==> src/hdl/ppd_pkg.sv <==
// ----------------------------------------------------------------------------
// ppd_pkg: shared definitions of the pointer packet deframer
// Window geometry, frame byte codes, status bit masks and the result type.
// ----------------------------------------------------------------------------
package ppd_pkg;

  localparam int unsigned WinLen  = 9;
  localparam int unsigned FillW   = 4;
  localparam int unsigned ResultW = 23;
  localparam int unsigned TdataW  = 24;

  // frame bytes
  localparam logic [7:0] PfxCmd    = 8'h03;
  localparam logic [7:0] PfxData   = 8'h01;
  localparam logic [7:0] PfxAll    = 8'hFF;
  localparam logic [7:0] SuffixDot = 8'h2E;

  // status byte bits
  localparam logic [7:0] StSkipBit  = 8'h08;
  localparam logic [7:0] StSkipMask = 8'hC0;
  localparam logic [7:0] StMiddle   = 8'h04;
  localparam logic [7:0] StBoth     = 8'h03;
  localparam logic [7:0] StRight    = 8'h02;
  localparam logic [7:0] StLeft     = 8'h01;

  // status bit positions for the sign extensions
  localparam int unsigned StXSignPos = 4;
  localparam int unsigned StYSignPos = 5;

  typedef enum logic [2:0] {
    BTN_NONE   = 3'd0,
    BTN_MIDDLE = 3'd1,
    BTN_DOUBLE = 3'd2,
    BTN_RIGHT  = 3'd3,
    BTN_LEFT   = 3'd4
  } ppd_button_e;

  // packed MSB first: button_action lands in the lowest bits
  typedef struct packed {
    logic signed [9:0] delta_y;
    logic signed [8:0] delta_x;
    logic              text_lock;
    ppd_button_e       button_action;
  } ppd_result_t;

  function automatic logic prefix_ok(input logic [7:0] b);
    prefix_ok = (b == PfxCmd) || (b == PfxData) || (b == PfxAll);
  endfunction

endpackage

==> src/hdl/ppd_window.sv <==
// ----------------------------------------------------------------------------
// ppd_window: byte window and packet decode
// Stores one byte per step, checks the full window and slides or decodes it.
// ----------------------------------------------------------------------------
module ppd_window import ppd_pkg::*; (
  input  logic        clk_i,
  input  logic        rst_ni,
  input  logic        step_i,
  input  logic [7:0]  byte_i,
  output logic        res_valid_o,
  output ppd_result_t res_o
);

  logic [7:0]       win_q [WinLen];
  logic [7:0]       win_d [WinLen];
  logic [7:0]       win_w [WinLen];
  logic [FillW-1:0] fill_q, fill_d;
  logic             full;
  logic             frame_ok;
  logic             skip;
  logic [7:0]       st;
  logic [7:0]       px;
  logic [7:0]       py;

  // window with the new byte written at the fill point
  always_comb begin
    for (int i = 0; i < WinLen; i++) begin
      win_w[i] = (fill_q == FillW'(i)) ? byte_i : win_q[i];
    end
  end

  assign full = (fill_q == FillW'(WinLen - 1));

  always_comb begin
    frame_ok = 1'b1;
    for (int t = 0; t < 3; t++) begin
      if (!prefix_ok(win_w[3*t]) || (win_w[3*t+2] != SuffixDot)) begin
        frame_ok = 1'b0;
      end
    end
  end

  assign st   = win_w[1];
  assign px   = win_w[4];
  assign py   = win_w[7];
  assign skip = ((st & StSkipBit) != 8'h00) && ((st & StSkipMask) == 8'h00);

  assign res_valid_o = step_i && full && frame_ok && !skip;

  always_comb begin
    win_d  = win_w;
    fill_d = fill_q + FillW'(1);
    if (full) begin
      if (!frame_ok) begin
        for (int i = 0; i < WinLen - 1; i++) begin
          win_d[i] = win_w[i+1];
        end
        fill_d = FillW'(WinLen - 1);
      end else if (skip) begin
        for (int i = 0; i < WinLen - 3; i++) begin
          win_d[i] = win_w[i+3];
        end
        fill_d = FillW'(WinLen - 3);
      end else begin
        // accepted: later bytes start a fresh window
        fill_d = '0;
      end
    end
  end

  always_comb begin
    if ((st & StMiddle) != 8'h00) begin
      res_o.button_action = BTN_MIDDLE;
    end else if ((st & StBoth) == StBoth) begin
      res_o.button_action = BTN_DOUBLE;
    end else if ((st & StRight) != 8'h00) begin
      res_o.button_action = BTN_RIGHT;
    end else if ((st & StLeft) != 8'h00) begin
      res_o.button_action = BTN_LEFT;
    end else begin
      res_o.button_action = BTN_NONE;
    end
    res_o.text_lock = (st & StMiddle) != 8'h00;
    res_o.delta_x   = {st[StXSignPos], px};
    res_o.delta_y   = 10'd0 - {2'b00, py} + {1'b0, st[StYSignPos], 8'h00};
  end

  always_ff @(posedge clk_i) begin
    if (step_i) begin
      win_q <= win_d;
    end
  end

  always_ff @(posedge clk_i or negedge rst_ni) begin
    if (!rst_ni) begin
      fill_q <= '0;
    end else if (step_i) begin
      fill_q <= fill_d;
    end
  end

`ifndef SYNTHESIS
  a_fill_bound: assert property (@(posedge clk_i) disable iff (!rst_ni)
    fill_q <= FillW'(WinLen - 1))
    else $error("window fill past last slot");

  a_res_full: assert property (@(posedge clk_i) disable iff (!rst_ni)
    res_valid_o |-> (fill_q == FillW'(WinLen - 1)))
    else $error("result from a partial window");

  a_res_restart: assert property (@(posedge clk_i) disable iff (!rst_ni)
    res_valid_o |=> (fill_q == '0))
    else $error("window not restarted after packet");
`endif

endmodule

==> src/hdl/ppd_out_reg.sv <==
// ----------------------------------------------------------------------------
// ppd_out_reg: result register
// Holds one decoded packet until the downstream transfer completes.
// ----------------------------------------------------------------------------
module ppd_out_reg import ppd_pkg::*; (
  input  logic        clk_i,
  input  logic        rst_ni,
  input  logic        load_i,
  input  ppd_result_t res_i,
  output logic        free_o,
  output logic        valid_o,
  input  logic        ready_i,
  output ppd_result_t res_o
);

  logic        valid_q, valid_d;
  ppd_result_t res_q;

  // free when empty or draining this cycle
  assign free_o = !valid_q || ready_i;

  always_comb begin
    valid_d = valid_q;
    if (ready_i) begin
      valid_d = 1'b0;
    end
    if (load_i) begin
      valid_d = 1'b1;
    end
  end

  always_ff @(posedge clk_i or negedge rst_ni) begin
    if (!rst_ni) begin
      valid_q <= 1'b0;
    end else begin
      valid_q <= valid_d;
    end
  end

  always_ff @(posedge clk_i) begin
    if (load_i) begin
      res_q <= res_i;
    end
  end

  assign valid_o = valid_q;
  assign res_o   = res_q;

endmodule

==> src/hdl/pointer_packet_deframer_unit.sv <==
// ----------------------------------------------------------------------------
// pointer_packet_deframer_unit: pointer device packet deframer
// Frames serial bytes into 9-byte packets and emits decoded pointer results.
// ----------------------------------------------------------------------------
// Takes one received byte per transfer, one transfer per clock cycle when the
// output side keeps up. Bytes are gathered in a 9-byte window of three
// prefix/payload/period triplets. A full window with a bad prefix or period
// slides by one byte; one whose status byte has bit 3 set and bits 7:6 clear
// slides by a triplet; any other full window yields one result with the
// button action, text lock flag and signed X/Y deltas (Y negated). The last
// packet byte passes through the input register, then the window decode,
// which is combinational and loads the result register that drives the
// master side. Back pressure from m_axis stalls the input register only when
// the result register is still occupied.
module pointer_packet_deframer_unit import ppd_pkg::*; (
  input  logic              clk_i,
  input  logic              rst_ni,
  input  logic              s_axis_tvalid_i,
  output logic              s_axis_tready_o,
  input  logic [7:0]        s_axis_tdata_i,   // [7:0] rx_byte
  output logic              m_axis_tvalid_o,
  input  logic              m_axis_tready_i,
  output logic [TdataW-1:0] m_axis_tdata_o    // [2:0] button_action, [3] text_lock,
                                              // [12:4] delta_x, [22:13] delta_y
);

  logic        in_valid_q, in_valid_d;
  logic [7:0]  in_byte_q;
  logic        out_free;
  logic        step;
  logic        res_valid;
  ppd_result_t res;
  ppd_result_t out_res;

  // the held byte moves into the window whenever the result slot can take it
  assign step            = in_valid_q && out_free;
  assign s_axis_tready_o = !in_valid_q || out_free;

  always_comb begin
    in_valid_d = in_valid_q;
    if (step) begin
      in_valid_d = 1'b0;
    end
    if (s_axis_tvalid_i && s_axis_tready_o) begin
      in_valid_d = 1'b1;
    end
  end

  always_ff @(posedge clk_i or negedge rst_ni) begin
    if (!rst_ni) begin
      in_valid_q <= 1'b0;
    end else begin
      in_valid_q <= in_valid_d;
    end
  end

  always_ff @(posedge clk_i) begin
    if (s_axis_tvalid_i && s_axis_tready_o) begin
      in_byte_q <= s_axis_tdata_i;
    end
  end

  ppd_window u_window (
    .clk_i       (clk_i),
    .rst_ni      (rst_ni),
    .step_i      (step),
    .byte_i      (in_byte_q),
    .res_valid_o (res_valid),
    .res_o       (res)
  );

  ppd_out_reg u_out_reg (
    .clk_i   (clk_i),
    .rst_ni  (rst_ni),
    .load_i  (res_valid),
    .res_i   (res),
    .free_o  (out_free),
    .valid_o (m_axis_tvalid_o),
    .ready_i (m_axis_tready_i),
    .res_o   (out_res)
  );

  // pad to whole bytes
  assign m_axis_tdata_o = {{(TdataW - ResultW){1'b0}}, out_res};

`ifndef SYNTHESIS
  a_stall_cause: assert property (@(posedge clk_i) disable iff (!rst_ni)
    !s_axis_tready_o |-> (in_valid_q && m_axis_tvalid_o && !m_axis_tready_i))
    else $error("input stalled without a blocked result");
`endif

endmodule
==> config.mk <==
export PLATFORM = sky130hd
export DESIGN_NAME = pointer_packet_deframer_unit
export DESIGN_NICKNAME = d
export VERILOG_FILES = /design/src/hdl/ppd_pkg.sv /design/src/hdl/ppd_window.sv /design/src/hdl/ppd_out_reg.sv /design/src/hdl/pointer_packet_deframer_unit.sv
export SDC_FILE = /design/constraint.sdc
export NUM_CORES = 1
export LEC_CHECK = 0
export ABC_AREA = 0
export ABC_CLOCK_PERIOD_IN_PS = 9000
export BUFFER_PORTS_ARGS = -buffer_cell sky130_fd_sc_hd__buf_2
export CORE_MARGIN = 5
export CORE_UTILIZATION = 40
export CTS_CLUSTER_SIZE = 8
export DETAILED_ROUTE_END_ITERATION = 7
export PLACE_DENSITY = 0.61
export SYNTH_ARGS = -nofsm -noshare
export SYNTH_HDL_FRONTEND = slang
export SYNTH_HIERARCHICAL = 1
export SYNTH_SLANG_ARGS = --single-unit
export TNS_END_PERCENT = 20
==> constraint.sdc <==
create_clock -name clk_i -period 9 [get_ports clk_i]
set_input_delay 0.45 -clock clk_i [delete_from_list [all_inputs] [get_ports clk_i]]
set_output_delay 0.45 -clock clk_i [all_outputs]
set_load 0.1 [all_outputs]
# Word level (Yosys, flattened, before mapping)
# Cells that the tools add are included.
# W data, S select, Z words.
# word_totals
regBits,109
latch_bits,0
ram_bits,0
rom_bits,0
input_bits,12
output_inout_bits,26
elab_cells,96
n_memories,0
# op_classes
n_addsub,3
mul,0
n_div,0
order_cmp,0
n_eq_ne,21
shifts,0
mux,26
bitwise_logic,0
reduce_logical,28
# ops
cell,n
$mux W48,2
$mux W8,9
$mux W64,1
$eq A8 B1 Y1 const B,3
$eq A8 B2 Y1 const B,3
$eq A8 B8 Y1 const B,3
$ne A8 B6 Y1 const B,3
$eq A4 B3 Y1 const B,4
$mux W16,1
$logic_or A1 B1 Y1,11
$add A10 B9 Y10,1
$sub A1 B8 Y9 const A,1
$eq A4 B2 Y1 const B,2
$logic_not A8 Y1,1
$mux W4,2
$mux W1,7
$logic_and A1 B1 Y1,6
$logic_not A1 Y1,6
$mux W3,2
$add A4 B1 Y4 const B,1
$eq A4 B1 Y1 const B,1
$eq A4 B4 Y1 const B,1
$logic_not A4 Y1,1
$mux W2,2
3 further kinds,4

# Longest topological paths before layout
# Gate-level depths: netlist (run 1).
# depth
depth_word,13
depth_mapped,11
depth_no_buf,9

# Modules after synthesis
# The synthesis (run 1) kept the hierarchy.
# by_module_without_submodules
mod,n_inst,cells_each,area_per_inst_um2,seq_area_each_um2
ppd_window,1,471,4850.9,2262.2
ppd_out_reg,1,26,738.2,715.7
pointer_packet_deframer_unit,1,15,311.5,265.3

# Least setup slack after synthesis (run 1)
# No wires, ideal clock.
# synth_path
path_kind,register to register
startpoint,"register u_out_reg.valid_q, in the netlist u_out_reg/valid_o"
endpoint,"register u_out_reg.valid_q, in the netlist u_out_reg/valid_o"
setup_ps,81
arrival_ps,5994
required_ps,8919
setup_slack_ps,2925
stages_incl_launch_ff,6
n_path_buf,1
synth_period_minus_slack_ps,6075
path_cell_list,dfrtp_1 > nand2b_4 > and2_1 > clkbuf_1 > nor4b_1 > nand2b_2
# synth_via
elab_chain_len,7
word_cells_on_any_way,8
classes_between,1 x mux; 7 x reduce/logical
# synth_lines
item,line_no,source
start: declaration,ppd_out_reg.sv:16,"logic valid_q, valid_d;"
start signal: assignment,ppd_out_reg.sv:36,valid_q <= valid_d;
$logic_not A1 Y1 (*),ppd_out_reg.sv:20,assign free_o = !valid_q || ready_i;
$logic_or A1 B1 Y1 (*),ppd_out_reg.sv:20,
via out_free,pointer_packet_deframer_unit.sv:29,logic out_free;
$logic_and A1 B1 Y1 (*),pointer_packet_deframer_unit.sv:36,assign step = in_valid_q && out_free;
via step,pointer_packet_deframer_unit.sv:30,logic step;
$logic_and A1 B1 Y1 (*) (3 in series),ppd_window.sv:48,assign res_valid_o = step_i && full && frame_ok && !skip;
via res_valid,pointer_packet_deframer_unit.sv:31,logic res_valid;
$mux W1 or $reduce_bool A2 Y1 (tied branches),-,
# The timed path passes the listed nets; every way through them passes the cells marked *.
# A chain may end at the register's enable or synchronous reset.

==> results of run 1 <==
worst register-to-register path, stage by stage (launching register included):
cell and delay, ns:
dfrtp_1 0.43, inv_1 0.15, ha_1 0.28, and3b_1 0.55
mux2i_1 0.19, or4_1 0.55, or4_1 0.56, a211oi_2 0.93
mux2i_1 0.33, a22oi_1 0.10
synth_stat cells (all sizes together) (2+ instances only):
cell     count
a22oi       11
nand2b       4
and4         2
nor3b        5
edfxtp     103
and3         8
o21ai       12
a211oi      15
xnor2        4
xor2         2
nor4bb       2
or4          4
a221oi       2
nor3        26
o31ai        7
a211o        2
nor4         6
ha           6
mux2        13
clkbuf      25
a2bb2oi      7
buf         15
nand3b       7
nand2       50
dfrtp        6
nand3        9
nor2b        2
mux2i       64
and2         4
nand4        6
inv         19
nor2        16
a31oi       12
a21oi       21
cells by family after synthesis:
group / synth area share (%)
adder cells (fa/ha/maj): 1.27
AO/OA/AOI/OAI: 11.1
other: 0.0636
buffers and inverters: 4.18
multiplexers: 13.3
XOR/XNOR: 0.891
flip-flops: 55.0
AND/OR/NAND/NOR: 14.2
stage by stage:
stage	hold WS, ns	cells	cell area [um^2]	power [mW]
floorplan	0.154	512	5900	1.36
global placement	0.284	701	6240	1.53
detailed placement	0.287	701	6240	1.56
CTS	0.253	718	6550	1.96
global route	0.256	718	6550	2.08
finish	0.267	718	6550	1.97
cell type report:
cell class,instances,area (um^2)
Clock buffer,9,225
Clock inverter,7,73.8
Fill cell,1353,7930
Inverter,19,71.3
Multi-Input combinational cell,344,2450
Sequential cell,109,3240
Tap cell,184,230
Timing Repair Buffer,46,258
per-layer routing:
layer	vias to the layer above	part of all wire, %	track usage (%)
li1	1987	-	-
met1	2181	45	24.0
met2	143	47	28.4
met3	23	5.7	3.63
met4	0	2.3	6.23
met5	-	0	0
cell usage in the layout (no fill, tap or decap), drive strengths merged, types with 5 or more instances in the layout:
| master | count |
|---|---|
| a211oi | 15 |
| mux2i | 64 |
| mux2 | 13 |
| nor4 | 6 |
| a22oi | 11 |
| a2bb2oi | 7 |
| o21ai | 12 |
| a31oi | 12 |
| dfrtp | 6 |
| nand2 | 50 |
| edfxtp | 103 |
| a21oi | 21 |
| nand3 | 9 |
| clkbuf | 9 |
| nor3 | 26 |
| nand3b | 7 |
| nand4 | 6 |
| o31ai | 7 |
| ha | 6 |
| and3 | 8 |
| inv | 20 |
| nor2 | 16 |
| buf | 45 |
| nor3b | 5 |
registers in the layout, summed over array words and instances, names as in the netlist:
register and flops:
in_valid_q 1, u_window/win_q 72, u_out_reg/res_o 23, u_out_reg/valid_o 1, in_byte_q 8, u_window/fill_q 4
where the power goes:
group          switching, mW  internal [mW]
combinational          0.431          0.274
clock                  0.188          0.217
sequential            0.0893          0.767
total                  0.708           1.26
path summary, 6_finish.rpt:
path                                 endpoint  cells after the start
max                        u_window/win_q[39]                      9
min                              in_byte_q[4]                      1
max reg2reg                u_window/win_q[39]                      9
min reg2reg                        in_valid_q                      2
max in group asynchronous          in_valid_q                      2
min in group asynchronous   u_out_reg/valid_o                      2
==> metrics.cfg, run 1 <==
[sta]
skew_ns = 0.0123
slew-limit-headroom_pct = 23.3
layout_setup_ws_ns = 4.62
maxSlewViolCount = 0
min_period_ns = 4.38
setup_viol = 0
finalHoldViolations = 0
timing.fmax_ghz = 0.228
finalCritPeriodShare_pct = 48.6
tns_ns = 0
rsz0062_at_grt = no
worst_pin_slew_ns = 1.14

[worst_setup_path]
r2r-start = u_window/fill_q[0]
endpoint_kind = flip-flop
cp_max_fo = 14
cp_top_family = simple AND/OR/NAND/NOR gates
setup.worst_path.start_class = flip-flop
worstPathRequired_ns = 9.05
cp-startpoint = u_window/fill_q[0]
r2r_slack_ns = 4.62
crit_arrival_ns = 4.42
slowest_stage = a211oi_2
worstSetupPathType = reg -> reg
critPathMaxStageDelay_ns = 0.93
cp_cell_sequence = inv_1, ha_1, and3b_1, mux2i_1, or4_1, or4_1, a211oi_2, mux2i_1, a22oi_1
path_buf_inv = 1

[place]
io_buffers = 36
place.gp.congestion = 0.904
post-place-ws_ns = 4.68
dp_hpwl_um = 10300

[synthesis]
syn_area_mm2 = 0.00590
synth_cell_types = 56
synth-seq-cells = 109
synth_async_sr_flop_share_pct = 5.50
yosys.area.top_type = edfxtp_1
syn_inst = 512
synth_area_per_cell_um2 = 11.5
synth_nets = 530
ys_seq_area_share_pct = 55.0
synth_top_area_share_pct = 52.4
yosys_warnings = 6
synthTopCellsByArea = edfxtp_1, mux2i_1, nand2_1
yosys_most_used_dff = edfxtp_1
synth_edf_count = 103

[detailed_routing]
vias = 4334
drt-total-wl_um = 15600
detail_route.vias_per_cell = 6.04
ant_nets = 0
drt_iter0_markers = 532
routedWlPerCell_um = 21.7
dr.pass1.iters = 6
drc_errors = 0

[worst_hold_path]
hp-start = s_axis_tdata_i[4]
hold_class = in -> reg

[flow_run]
maxCapViolCount = 0

[clock_network]
hold_buffers = 1
cts_root_buf = clkbuf_16
cts_setup_buffers = 0
cts_buffers = 9
htree_levels = 3
cts_tree = yes
clock_sinks = 109
cts_buffer_depth = 2
path_clk_slew_ns = 0.07
clk_latency_ns = 0.36
cts_resized = 0

[grt]
antenna_found_initial = 0
grt_overflow = 0
grt_first_pass_wirelength_um = 24300
grt_util_all_layers_pct = 17.7
grt_max_degree = 82
grt_pass1_vias = 4258

[layout]
utilization_pct = 45.2
drive_gt1_share_pct = 16.5
area_delta_synth_final_pct = 11.0
num-nets-final = 547
antenna_cells = 0

[die]
fp.dieH_um = 131
rows = 44
ioPinCount = 38
start_util_pct = 40.8
die_x_um = 131
core_area_mm2 = 0.0145
die_area_mm2 = 0.0173

[power]
leakagePower_nw = 2.48
peakVddDrop_mv = 0.116
power.density_mw_per_mm2 = 300

[status]
status = finished clean

Power figures use the tool's default switching activity.
==> inputs of run 2 (changes only) <==
--- a/config.mk
+++ b/config.mk
@@ -6,7 +6,7 @@
 export NUM_CORES = 1
 export LEC_CHECK = 0
 export ABC_AREA = 0
-export ABC_CLOCK_PERIOD_IN_PS = 9000
+export ABC_CLOCK_PERIOD_IN_PS = 4500
 export BUFFER_PORTS_ARGS = -buffer_cell sky130_fd_sc_hd__buf_2
 export CORE_MARGIN = 5
 export CORE_UTILIZATION = 40
==> constraint.sdc (replaced) <==
create_clock -name clk_i -period 4.5 [get_ports clk_i]
set_input_delay 0.225 -clock clk_i [delete_from_list [all_inputs] [get_ports clk_i]]
set_output_delay 0.225 -clock clk_i [all_outputs]
set_load 0.1 [all_outputs]
==> metrics.cfg, run 2 (same netlist as run 1, synthesis figures left out) <==
[detailed_routing]
drt_iter0_markers = 513
ant_nets = 0
wl_met3_um = 875
routedWlPerCell_um = 21.6
met1_length_um = 7230
drc_errors = 0
wl_met2_um = 7370
routed.top_layer = met4
dr.pass1.iters = 5
vias = 4337
drt-total-wl_um = 15700
detail_route.vias_per_cell = 5.94

[layout]
n_fill_cell = 1341
largest_reg_flops = 72
multiInputGateArea_mm2 = 0.00246
layout_common_cells = edfxtp_1, mux2i_1, nand2_1
largest_register = u_window/win_q
area_delta_synth_final_pct = 12.3
final_cells = 730
drive_gt1_share_pct = 18.1
register_area_mm2 = 0.00324
antenna_cells = 0
num-nets-final = 559
layout_commonest_cell = edfxtp_1

[clock_network]
clk_latency_ns = 0.36
path_clk_slew_ns = 0.08
cts_root_buf = clkbuf_16
htree_levels = 3
clock_sinks = 109
cts_setup_buffers = 0
hold_buffers = 1
cts_buffers = 9
cts_buffer_depth = 2
cts_tree = yes
cts_resized = 0

[sta]
rsz0062_at_grt = no
tns_ns = 0
layout_setup_ws_ns = 0.565
setup_viol = 0
timing.fmax_ghz = 0.254
min_period_ns = 3.94
skew_ns = 0.0112
slew-limit-headroom_pct = 42.1
finalCritPeriodShare_pct = 87.5
maxSlewViolCount = 0
worst_pin_slew_ns = 0.868
finalHoldViolations = 0

[grt]
grt_max_degree = 78
grt_first_pass_wirelength_um = 24500
grt_pass1_vias = 4117
antenna_found_initial = 0
grt_util_all_layers_pct = 18.0
grt_overflow = 0

[place]
io_buffers = 36
post-place-ws_ns = 0.696
dp_hpwl_um = 10500
place.gp.congestion = 0.865
dp_cells = 713

[worst_setup_path]
r2r-start = u_window/fill_q[0]
crit_arrival_ns = 3.99
r2r_slack_ns = 0.56
endpoint_kind = flip-flop
worstSetupPathType = reg -> reg
worstPathRequired_ns = 4.56
r2r-end = u_window/win_q[66]
setup.worst_path.start_class = flip-flop
reg2reg_depth = 10
cp_max_fo = 15

[power]
peakVddDrop_mv = 0.334
leakagePower_nw = 2.53
power.density_mw_per_mm2 = 593

[worst_hold_path]
hold_class = in -> reg
min_to = in_byte_q[7]
holdPathStages = 1
hp-start = s_axis_tdata_i[7]

[flow_run]
maxCapViolCount = 0

[die]
die_area_mm2 = 0.0173
ioPinCount = 38
die_x_um = 131
fp.dieH_um = 131
start_util_pct = 40.8
core_area_mm2 = 0.0145
rows = 44

[status]
status = finished clean

==> run 2: metrics by stage <==
stage          util, %  total power, mW  cell area (um^2)  hold WS [ns]
6_report          45.7             3.93              6620        0.0336
5_1_grt           45.7             4.15              6620        0.0165
4_1_cts           45.7             3.92              6620        0.0229
3_5_place_dp      43.8             3.16              6340        0.0604
3_3_place_gp      43.8             3.12              6340        0.0567
2_1_floorplan        -             2.72              5910       -0.0706
==> run 2: area by class of cell <==
cell class | count | area share [%]
clock buffers | 9 | 3.40
clock inverters | 7 | 0.756
inverters | 19 | 1.08
multi-input cells | 344 | 37.1
flip-flops and latches | 109 | 49.0
well taps | 184 | 3.48
repair buffers | 58 | 5.25
==> run 2: critical path, stage by stage (launching register included) <==
cell and delay [ns]:
dfrtp_1 0.42, inv_1 0.15, ha_1 0.19, nor3b_1 0.31
buf_4 0.26, mux2_2 0.41, nor4_1 0.27, nand4_1 0.26
a211o_1 0.50, nor3_1 0.74, a211oi_1 0.12
==> run 2: report_power, final <==
group,switching (mW),internal (mW),total (mW)
Clock,0.384,0.378,0.762
Sequential,0.172,1.53,1.71
Combinational,0.886,0.577,1.46
Total,1.44,2.49,3.93
==> run 2: per-layer routing <==
metal	track usage, %	vias up
met1	25.4	2169
li1	-	2008
met5	0	-
met2	28.0	145
met3	4.47	15
met4	4.57	0
==> run 2: worst max-delay path by stage <==
stage,startpoint,endpoint,slack [ns],cells after the start
detailed placement,u_window/fill_q[0],u_window/win_q[68],0.70,10
global placement,u_window/fill_q[0],u_window/win_q[41],0.85,11
global route,u_window/fill_q[0],u_window/win_q[69],0.35,10
floorplan,u_window/fill_q[0],u_out_reg/res_o[0],0.40,10
CTS,u_window/fill_q[0],u_window/win_q[68],0.65,10
finish,u_window/fill_q[0],u_window/win_q[66],0.56,10
